`src/rtl/rhc_pkg.sv`:
```
// Shared types, constants and divider step functions for the RGB to HSL converter.
// No dependencies.
package rhc_pkg;

    localparam int ChanW    = 8;
    localparam int OutW     = 13;
    localparam int DvdW     = 21;
    localparam int DenW     = 9;
    localparam int QuoW     = 13;
    localparam int DivSteps = QuoW;
    localparam int LitW     = 13;

    localparam logic [OutW-1:0] HueFull     = 13'd5760;
    localparam logic [OutW-1:0] HueOfsRed   = 13'd4800;
    localparam logic [OutW-1:0] HueOfsGreen = 13'd960;
    localparam logic [OutW-1:0] HueOfsBlue  = 13'd2880;
    localparam logic [OutW-1:0] OneFix      = 13'd4096;

    typedef enum logic [1:0] {
        SEL_RED,
        SEL_GREEN,
        SEL_BLUE
    } maxsel_t;

    // restoring divider state: partial remainder, dividend bits / quotient, divisor
    typedef struct packed {
        logic [DenW-1:0] rem;
        logic [QuoW-1:0] dvd;
        logic [DenW-1:0] den;
    } div_t;

    typedef struct packed {
        logic [ChanW-1:0] r;
        logic [ChanW-1:0] g;
        logic [ChanW-1:0] b;
        logic [ChanW-1:0] mx;
        logic [ChanW-1:0] mn;
        maxsel_t          sel;
    } pix_t;

    typedef struct packed {
        logic [ChanW-1:0] d;
        logic [ChanW:0]   sum;
        logic [ChanW:0]   t;
        logic [ChanW-1:0] den;
        logic [LitW-1:0]  lr;
        maxsel_t          sel;
        logic             grey;
    } prep_t;

    typedef struct packed {
        div_t            hdiv;
        div_t            sdiv;
        logic [OutW-1:0] ofs;
        logic [OutW-1:0] lit;
        logic            grey;
    } work_t;

    // quotient must fit in QuoW bits, so the top dividend bits stay below the divisor
    function automatic div_t div_init(logic [DvdW-1:0] n, logic [DenW-1:0] dn);
        div_t x;
        x.rem = DenW'(n[DvdW-1:QuoW]);
        x.dvd = n[QuoW-1:0];
        x.den = dn;
        return x;
    endfunction

    function automatic div_t div_step(div_t x);
        div_t            y;
        logic [DenW:0]   cand;
        logic            qbit;
        cand = {x.rem, x.dvd[QuoW-1]};
        qbit = (cand >= {1'b0, x.den});
        y.rem = qbit ? DenW'(cand - {1'b0, x.den}) : cand[DenW-1:0];
        y.dvd = {x.dvd[QuoW-2:0], qbit};
        y.den = x.den;
        return y;
    endfunction

    function automatic work_t work_step(work_t x);
        work_t y;
        y      = x;
        y.hdiv = div_step(x.hdiv);
        y.sdiv = div_step(x.sdiv);
        return y;
    endfunction

endpackage

```
`src/rtl/rgb_to_hsl_converter.sv`:
```
// RGB to HSL converter: pipelined min/max, prep, two restoring dividers.
// Depends on rhc_pkg.
//
// Converts 8-bit RGB pixels into hue (1/16 degree, 0..5759),
// saturation and lightness (4096 = 1.0), all rounded half up. Each pixel
// passes through three preparation stages, thirteen divider stages (one
// quotient bit per stage for the hue and saturation quotients) and the
// output register. A full pipeline sustains one beat per cycle while the
// output is not stalled; when the output is stalled, empty stages still
// fill, so in_ready drops only once every stage holds a pixel.
module rgb_to_hsl_converter
    import rhc_pkg::*;
(
    input  logic             clk,
    input  logic             rst_n,
    input  logic             in_valid,
    output logic             in_ready,
    input  logic [ChanW-1:0] red,
    input  logic [ChanW-1:0] green,
    input  logic [ChanW-1:0] blue,
    output logic             out_valid,
    input  logic             out_ready,
    output logic [OutW-1:0]  hue,
    output logic [OutW-1:0]  saturation,
    output logic [OutW-1:0]  lightness
);

    localparam int StageCnt = 3 + DivSteps;

    logic [StageCnt-1:0] v_reg;
    logic [StageCnt-1:0] v_next;
    logic [StageCnt:0]   en;

    pix_t  s1_reg, s1_next;
    prep_t s2_reg, s2_next;
    work_t s3_reg, s3_next;
    work_t div_reg  [DivSteps];
    work_t div_next [DivSteps];

    logic            out_valid_reg;
    logic [OutW-1:0] hue_reg, hue_next;
    logic [OutW-1:0] sat_reg, sat_next;
    logic [OutW-1:0] lit_reg, lit_next;

    // stall chain: a stage moves when it is empty or the one after it moves
    always_comb
    begin
        en[StageCnt] = !out_valid_reg || out_ready;
        for (int i = StageCnt - 1; i >= 0; i--)
        begin
            en[i] = !v_reg[i] || en[i+1];
        end
        v_next = {v_reg[StageCnt-2:0], in_valid};
    end

    assign in_ready = en[0];

    // stage 1: max, min and which channel is the max
    always_comb
    begin
        s1_next.r = red;
        s1_next.g = green;
        s1_next.b = blue;
        if (red >= green && red >= blue)
        begin
            s1_next.sel = SEL_RED;
            s1_next.mx  = red;
        end
        else if (green >= blue)
        begin
            s1_next.sel = SEL_GREEN;
            s1_next.mx  = green;
        end
        else
        begin
            s1_next.sel = SEL_BLUE;
            s1_next.mx  = blue;
        end
        s1_next.mn = red;
        if (green < s1_next.mn)
        begin
            s1_next.mn = green;
        end
        if (blue < s1_next.mn)
        begin
            s1_next.mn = blue;
        end
    end

    // stage 2: range, sum, hue numerator term, saturation denominator
    always_comb
    begin
        logic [ChanW+1:0] t_w;
        s2_next.d    = s1_reg.mx - s1_reg.mn;
        s2_next.sum  = {1'b0, s1_reg.mx} + {1'b0, s1_reg.mn};
        s2_next.grey = (s2_next.d == '0);
        s2_next.sel  = s1_reg.sel;
        case (s1_reg.sel)
            SEL_RED:
                t_w = (ChanW+2)'(s1_reg.g) + (ChanW+2)'(s2_next.d) - (ChanW+2)'(s1_reg.b);
            SEL_GREEN:
                t_w = (ChanW+2)'(s1_reg.b) + (ChanW+2)'(s2_next.d) - (ChanW+2)'(s1_reg.r);
            SEL_BLUE:
                t_w = (ChanW+2)'(s1_reg.r) + (ChanW+2)'(s2_next.d) - (ChanW+2)'(s1_reg.g);
            default:
                t_w = '0;
        endcase
        s2_next.t   = t_w[ChanW:0];
        s2_next.den = (s2_next.sum <= 9'd255) ? s2_next.sum[ChanW-1:0]
                                              : ChanW'(10'd510 - {1'b0, s2_next.sum});
        s2_next.lr  = (LitW'(s2_next.sum) << 3) + LitW'(127);
    end

    // stage 3: divider operands, hue offset, lightness by reciprocal of 255
    always_comb
    begin
        logic [DvdW-1:0] n_hue;
        logic [DvdW-1:0] n_sat;
        logic [20:0]     prod;
        logic [4:0]      q0;
        logic [LitW-1:0] lrem;
        logic [4:0]      q;
        n_hue = (DvdW'(s2_reg.t) << 11) - (DvdW'(s2_reg.t) << 7) + DvdW'(s2_reg.d);
        n_sat = (DvdW'(s2_reg.d) << 13) + DvdW'(s2_reg.den);
        s3_next.hdiv = div_init(n_hue, {s2_reg.d, 1'b0});
        s3_next.sdiv = div_init(n_sat, {s2_reg.den, 1'b0});
        prod = (21'(s2_reg.lr) << 8) + 21'(s2_reg.lr);
        q0   = prod[20:16];
        lrem = s2_reg.lr - ((LitW'(q0) << 8) - LitW'(q0));
        q    = (lrem >= LitW'(255)) ? q0 + 5'd1 : q0;
        s3_next.lit  = (OutW'(s2_reg.sum) << 3) + OutW'(q);
        s3_next.grey = s2_reg.grey;
        case (s2_reg.sel)
            SEL_RED:   s3_next.ofs = HueOfsRed;
            SEL_GREEN: s3_next.ofs = HueOfsGreen;
            SEL_BLUE:  s3_next.ofs = HueOfsBlue;
            default:   s3_next.ofs = '0;
        endcase
    end

    always_comb
    begin
        div_next[0] = work_step(s3_reg);
        for (int k = 1; k < DivSteps; k++)
        begin
            div_next[k] = work_step(div_reg[k-1]);
        end
    end

    // output: add hue offset, wrap full circle, zero hue and saturation on grey
    always_comb
    begin
        logic [OutW:0] hsum;
        hsum = (OutW+1)'(div_reg[DivSteps-1].ofs) + (OutW+1)'(div_reg[DivSteps-1].hdiv.dvd);
        if (hsum >= (OutW+1)'(HueFull))
        begin
            hsum = hsum - (OutW+1)'(HueFull);
        end
        hue_next = div_reg[DivSteps-1].grey ? '0 : hsum[OutW-1:0];
        sat_next = div_reg[DivSteps-1].grey ? '0 : div_reg[DivSteps-1].sdiv.dvd;
        lit_next = div_reg[DivSteps-1].lit;
    end

    always_ff @(posedge clk or negedge rst_n)
    begin
        if (!rst_n)
        begin
            v_reg         <= '0;
            out_valid_reg <= 1'b0;
        end
        else
        begin
            for (int i = 0; i < StageCnt; i++)
            begin
                if (en[i])
                begin
                    v_reg[i] <= v_next[i];
                end
            end
            if (en[StageCnt])
            begin
                out_valid_reg <= v_reg[StageCnt-1];
            end
        end
    end

    always_ff @(posedge clk)
    begin
        if (en[0])
        begin
            s1_reg <= s1_next;
        end
        if (en[1])
        begin
            s2_reg <= s2_next;
        end
        if (en[2])
        begin
            s3_reg <= s3_next;
        end
        for (int k = 0; k < DivSteps; k++)
        begin
            if (en[3+k])
            begin
                div_reg[k] <= div_next[k];
            end
        end
        if (en[StageCnt])
        begin
            hue_reg <= hue_next;
            sat_reg <= sat_next;
            lit_reg <= lit_next;
        end
    end

    assign out_valid  = out_valid_reg;
    assign hue        = hue_reg;
    assign saturation = sat_reg;
    assign lightness  = lit_reg;

    a_hue_range: assert property (@(posedge clk) disable iff (!rst_n)
        out_valid |-> hue < HueFull)
        else $error("hue out of range");

    a_frac_range: assert property (@(posedge clk) disable iff (!rst_n)
        out_valid |-> (saturation <= OneFix && lightness <= OneFix))
        else $error("saturation or lightness above one");

    a_ready_empty_out: assert property (@(posedge clk) disable iff (!rst_n)
        !out_valid |-> in_ready)
        else $error("input stalled with empty output");

endmodule

```
`config.mk`:
```
export PLATFORM = sky130hd
export DESIGN_NAME = rgb_to_hsl_converter
export DESIGN_NICKNAME = d
export VERILOG_FILES = /design/src/rtl/rhc_pkg.sv /design/src/rtl/rgb_to_hsl_converter.sv
export SDC_FILE = /design/constraint.sdc
export NUM_CORES = 1
export LEC_CHECK = 0
export BUFFER_PORTS_ARGS = -buffer_cell sky130_fd_sc_hd__buf_2
export CORE_UTILIZATION = 45
export DETAILED_ROUTE_END_ITERATION = 16
export GPL_ROUTABILITY_DRIVEN = 0
export HOLD_SLACK_MARGIN = 0.02
export PLACE_DENSITY = 0.65
export RECOVER_POWER = 25
export SLEW_MARGIN = 10
export SYNTH_ARGS = -nofsm -noshare
export SYNTH_HDL_FRONTEND = slang
export SYNTH_SLANG_ARGS = --single-unit
```
`constraint.sdc`:
```
create_clock -name clk -period 29.8 [get_ports clk]
set_input_delay 4.47 -clock clk [delete_from_list [all_inputs] [get_ports clk]]
set_output_delay 4.47 -clock clk [all_outputs]
set_load 0.03 [all_outputs]
```
==> impl_metrics.env, run 1 <==
export IMPL_synth_edff_count=1034
export IMPL_start_kind="primary input"
export IMPL_min_period_over_period=0.4605
export IMPL_setup_worst_path_class="primary input to output pin"
export IMPL_syn_to_final_growth_pct=12.01
export IMPL_clk_latency_ps=670
export IMPL_fmax_mhz=72.86
export IMPL_yosys_area_top_type_share=0.6525
export IMPL_cts_sinks=1051
export IMPL_die_height_um=327.2
export IMPL_finalSetupViolCount=0
export IMPL_grt_usage=0.1419
export IMPL_fp_row_count=118
export IMPL_die_width_um=327.2
export IMPL_layout_drive_gt1_share=0.09485
export IMPL_clk_pin_slew_ps=60
export IMPL_io_buffers=68
export IMPL_start_util=0.4566
export IMPL_cap_violations=0
export IMPL_endpoint="in_ready"
export IMPL_cts_resized=0
export IMPL_core_area_um2=104200
export IMPL_crit_buf_inv=6
export IMPL_grt_max_degree=76
export IMPL_synthAdderAreaFrac=0.1096
export IMPL_worst_slew_pin_slew_ps=1111
export IMPL_postCtsHoldBufs=0
export IMPL_dp_hpwl_um=54760
export IMPL_drt_total_wl_um=74900
export IMPL_num_io_pins=69
export IMPL_synth_compound_area_frac=0.07251
export IMPL_clock_root_buffer="clkbuf_16"
export IMPL_n_fill_cell=8718
export IMPL_synth_area_top_cells="edfxtp_1 65%, ha_1 8.7%, inv_1 2.7%"
export IMPL_ys_flop_type="edfxtp_1"
export IMPL_cts_tree="done"
export IMPL_dieArea_um2=107100
export IMPL_startpoint="out_ready"
export IMPL_wl_per_cell_um=15.25
export IMPL_rsz0062_at_grt="no"
export IMPL_ys_seq_area_frac=0.6614
export IMPL_slew_headroom=0.2583
export IMPL_cp_end_kind="output pin"
export IMPL_grt_pass1_vias=24710
export IMPL_synth_simple_area_share=0.06817
export IMPL_numCtsBuffers=108
export IMPL_postCtsSetupBuffers=0
export IMPL_syn_cell_area_um2=47590
export IMPL_num_vias=24510
export IMPL_antenna_found_initial=0
export IMPL_synth_seq_cells=1051
export IMPL_drc=0
export IMPL_final_nets=3853
export IMPL_clk_path_buf_depth=3
export IMPL_async_flop_share=0.01618
export IMPL_most_common_layout_cells="1034 x edfxtp_1, 333 x inv_1, 332 x ha_1"
export IMPL_clock_skew_ps=24.65
export IMPL_cp_arrival_ps=9250
export IMPL_r2r_cells=21
export IMPL_hold_viol=0
export IMPL_cp_max_fo=65
export IMPL_r2r_start="s2_reg[14]"
export IMPL_critical_path_depth=14
export IMPL_crit_top_cell="nor2_1"
export IMPL_max_stage_delay_ps=660
export IMPL_yosysTopAreaCell="edfxtp_1"
export IMPL_synth_xor_area_frac=0.03647
export IMPL_viasPerCell=4.990
export IMPL_synthMuxAreaShare=0.02151
export IMPL_post_route_min_period_ps=13720
export IMPL_r2r_end="div_next[1080]"
export IMPL_diodes=0
export IMPL_cp_top_family="simple AND/OR/NAND/NOR gates"
export IMPL_synthDistinctLibCells=70
export IMPL_hp_class="flop to flop"
export IMPL_largest_register_ffs=856
export IMPL_drt_pass1_iter_count=4
export IMPL_grt_pass1_wl_um=122500
export IMPL_drt_iter0_drc=1213
export IMPL_synthCells=3286
export IMPL_required_ps=25330
export IMPL_crit_chain="buf_2 > nand2b_2 > nor2_1 > inv_2 > nor2_1 > and3_1 > inv_2 > nor2_1 > nand3_2 > buf_4 > nor2_1 > nand4_1 > buf_4 > buf_2"
export IMPL_avgSynthCellArea_um2=14.48
export IMPL_slowest_stage="nand2b_2"
export IMPL_final_common_cell="edfxtp_1"
export IMPL_synth_fp_nets=3699
export IMPL_synth_warnings=0
export IMPL_fin_setup_tns_ps=0
export IMPL_grt_ovfl_total=0
export IMPL_outcome="finished, final reports clean"
export IMPL_synth_top_family_by_area="adder cells"
export IMPL_htree_levels=3
export IMPL_rrSetupSlack_ps=23540
export IMPL_ant_nets=0
export IMPL_finalMaxSlewViolations=0
[kinds of logic after synthesis]
logic type               Yosys count
AND/OR/NAND/NOR                  629
adder cells (fa/ha/maj)          385
buffers and inverters            380
multiplexers                      96
XOR/XNOR                         196
flip-flops                      1051
AO/OA/AOI/OAI                    549
[worst min-delay path by stage]
stage | slack (ps) | depth (start not counted) | from | to
2_1_floorplan | 400 | 0 | s2_reg[0] | div_next[1068]
3_3_place_gp | 400 | 0 | div_reg[0][367] | div_reg[0][456]
3_5_place_dp | 400 | 0 | s2_reg[20] | div_next[1100]
4_1_cts | 400 | 0 | div_reg[0][572] | div_reg[0][662]
5_1_grt | 420 | 0 | div_reg[1][102] | div_reg[1][191]
6_report | 410 | 0 | div_reg[0][572] | div_reg[0][662]
[through the flow]
step                      setup WS, ps  std cells    util  hold WS, ps  instance area, um^2
after floorplan                  13740       3286       -        400.3                47590
after global placement           16110       4710  0.4764        400.8                49660
after detailed placement         16010       4710  0.4764        404.5                49660
after CTS                        15970       4912  0.5114        404.6                53300
after global routing             15550       4912  0.5114        415.3                53300
final                            16080       4912  0.5114        408.3                53300
[metal layers]
layer,wire (um),global-route usage,share of wire
met1,32270,0.1705,0.43
met4,2108,0.05323,0.028
met5,0,0,0
met3,2443,0.02234,0.033
met2,38080,0.2556,0.51
[cell usage after synthesis, drive strengths merged (3+ instances only)]
| library cell | count |
|---|---|
| a21o | 90 |
| xor2 | 57 |
| nor3 | 30 |
| buf | 6 |
| nor2b | 123 |
| nor4 | 6 |
| and3 | 4 |
| xnor2 | 139 |
| mux2i | 46 |
| a211oi | 11 |
| a21boi | 10 |
| a31oi | 8 |
| a211o | 3 |
| a21oi | 201 |
| nor3b | 3 |
| nand3 | 21 |
| nor2 | 191 |
| o211ai | 3 |
| nand4 | 50 |
| nand2 | 76 |
| edfxtp | 1034 |
| inv | 341 |
| or3 | 9 |
| o31ai | 33 |
| fa | 53 |
| o41ai | 8 |
| o21ai | 120 |
| o211a | 10 |
| o41a | 4 |
| mux2 | 50 |
| o21bai | 5 |
| a2111oi | 4 |
| dfrtp | 17 |
| clkbuf | 33 |
| o21a | 19 |
| or2 | 8 |
| o22ai | 5 |
| ha | 332 |
| nand2b | 94 |
[area by class of cell]
type,instances,area (um^2),share of cell area
flip-flops and latches,1051,31480,0.5905
multi-input cells,1855,14720,0.2762
clock buffers,134,2841,0.05331
well taps,1380,1727,0.03239
inverters,341,1280,0.02401
clock inverters,68,804.5,0.01509
repair buffers,83,452.9,0.008497
Power of run 1 is not shown: default switching activity piles up to over one toggle a cycle in this logic, so the estimate is an artifact.
==> inputs of run 2 (changes only) <==
--- a/config.mk
+++ b/config.mk
@@ -10,7 +10,7 @@
 export DETAILED_ROUTE_END_ITERATION = 16
 export GPL_ROUTABILITY_DRIVEN = 0
 export HOLD_SLACK_MARGIN = 0.02
-export PLACE_DENSITY = 0.65
+export PLACE_DENSITY = 0.67
 export RECOVER_POWER = 25
 export SLEW_MARGIN = 10
 export SYNTH_ARGS = -nofsm -noshare
==> constraint.sdc (replaced) <==
create_clock -name clk -period 12 [get_ports clk]
set_input_delay 1.8 -clock clk [delete_from_list [all_inputs] [get_ports clk]]
set_output_delay 1.8 -clock clk [all_outputs]
set_load 0.03 [all_outputs]
==> run 2 against run 1 <==
  * Hold slack got worse by 34 ps
  * Clock skew increased by 23 ps
  * Clock-buffer cell count decreased by 10
  * Global-route usage increased by 0.12 points
  * Flip-flop and latch count unchanged
  * Highest routed layer unchanged
==> impl_metrics.env, run 2 (synthesized netlist as in run 1, its figures left out) <==
export IMPL_antenna_found_initial=0
export IMPL_grt_ovfl_total=0
export IMPL_io_buffers=68
export IMPL_setup_worst_path_class="primary input to output pin"
export IMPL_grt_usage=0.1431
export IMPL_drt_pass1_iter_count=5
export IMPL_diodes=0
export IMPL_worst_slew_pin_slew_ps=1105
export IMPL_core_area_um2=104200
export IMPL_numCtsBuffers=105
export IMPL_cts_sinks=1051
export IMPL_cp_arrival_ps=6370
export IMPL_grt_pass1_vias=25220
export IMPL_slew_headroom=0.2622
export IMPL_clock_skew_ps=47.64
export IMPL_rsz0062_at_grt="no"
export IMPL_cap_violations=0
export IMPL_syn_to_final_growth_pct=11.83
export IMPL_die_width_um=327.2
export IMPL_clk_path_buf_depth=3
export IMPL_num_io_pins=69
export IMPL_instances_no_fill=4904
export IMPL_htree_levels=3
export IMPL_cts_tree="done"
export IMPL_wl_per_cell_um=15.29
export IMPL_finalMaxSlewViolations=0
export IMPL_clk_pin_slew_ps=60
export IMPL_layout_drive_gt1_share=0.09364
export IMPL_start_util=0.4566
export IMPL_postCtsHoldBufs=0
export IMPL_clk_latency_ps=690
export IMPL_num_vias=24490
export IMPL_fin_util=0.5106
export IMPL_hold_viol=0
export IMPL_most_common_layout_cells="1034 x edfxtp_1, 333 x inv_1, 332 x ha_1"
export IMPL_ant_nets=0
export IMPL_fmax_mhz=122.5
export IMPL_final_common_cell="edfxtp_1"
export IMPL_die_height_um=327.2
export IMPL_clock_root_buffer="clkbuf_16"
export IMPL_dp_hpwl_um=54850
export IMPL_drt_iter0_drc=1271
export IMPL_required_ps=10200
export IMPL_start_kind="primary input"
export IMPL_drc=0
export IMPL_fin_setup_tns_ps=0
export IMPL_dieArea_um2=107100
export IMPL_place_inst=4712
export IMPL_drt_total_wl_um=75010
export IMPL_hp_class="flop to flop"
export IMPL_outcome="finished, final reports clean"
export IMPL_finalSetupViolCount=0
export IMPL_cts_resized=0
export IMPL_post_route_min_period_ps=8165
export IMPL_grt_pass1_wl_um=123600
export IMPL_fp_row_count=118
export IMPL_largest_register_ffs=856
export IMPL_viasPerCell=4.993
export IMPL_final_nets=3852
export IMPL_cp_max_fo=65
export IMPL_cp_end_kind="output pin"
export IMPL_postCtsSetupBuffers=0
export IMPL_grt_max_degree=76
export IMPL_min_period_over_period=0.6804
==> run 2: cell types whose count changed in the layout (fill, tap and decap cells not counted), sizes merged <==
| cell | delta |
|---|---|
| clkinv | +3 |
| buf | +2 |
| clkinvlp | -5 |
| clkbuf | -10 |
| bufinv | +1 |
| inv | +1 |
==> run 2: final cells by class <==
type | instances | area [um^2]
Tap cell | 1380 | 1727
Fill cell | 8636 | 51020
Multi-Input combinational cell | 1855 | 14720
Clock inverter | 68 | 825.8
Sequential cell | 1051 | 31480
Clock buffer | 124 | 2720
Inverter | 341 | 1280
Timing Repair Buffer | 85 | 467.9
==> run 2: path summary, 6_finish.rpt <==
path | start | endpoint | slack (ps) | cells after the start
min in group asynchronous | rst_n | v_reg[0] | 1070 | 1
min reg2reg | div_reg[0][570] | div_reg[0][660] | 370 | 0
max reg2reg | s2_reg[14] | div_next[1080] | 5820 | 21
min | div_reg[0][570] | div_reg[0][660] | 370 | 0
max in group asynchronous | rst_n | v_reg[15] | 10560 | 1
max | out_ready | in_ready | 3830 | 15
==> run 2: routing by layer <==
layer | up-vias | global-route usage | wire length, um
met5 | - | 0 | 0
met4 | 0 | 0.05851 | 2632
met3 | 140 | 0.02543 | 2362
met2 | 316 | 0.2674 | 39650
met1 | 11720 | 0.1595 | 30360
li1 | 12310 | - | -
==> run 2: worst max-delay path, cell delays in order <==
cell and delay (ps):
buf_2 70, nand2b_2 100, buf_4 460, nor2_1 240, inv_2 770, nor2_1 260, and3_1 350, inv_2 190
nor2_1 150, nand3_2 100, buf_4 590, nor2_1 260, nand4_1 160, buf_4 500, buf_2 310
==> run 2: metrics by stage <==
| step | area (um^2) | hold WS, ps | setup WS (ps) |
|---|---|---|---|
| floorplan | 47590 | 400.3 | 1279 |
| global placement | 49670 | 400.3 | 3776 |
| detailed placement | 49670 | 404.5 | 3696 |
| CTS | 53220 | 377.4 | 3680 |
| global route | 53220 | 388.8 | 3349 |
| finish | 53220 | 374.5 | 3835 |
Power of run 2 is left out for the same reason.
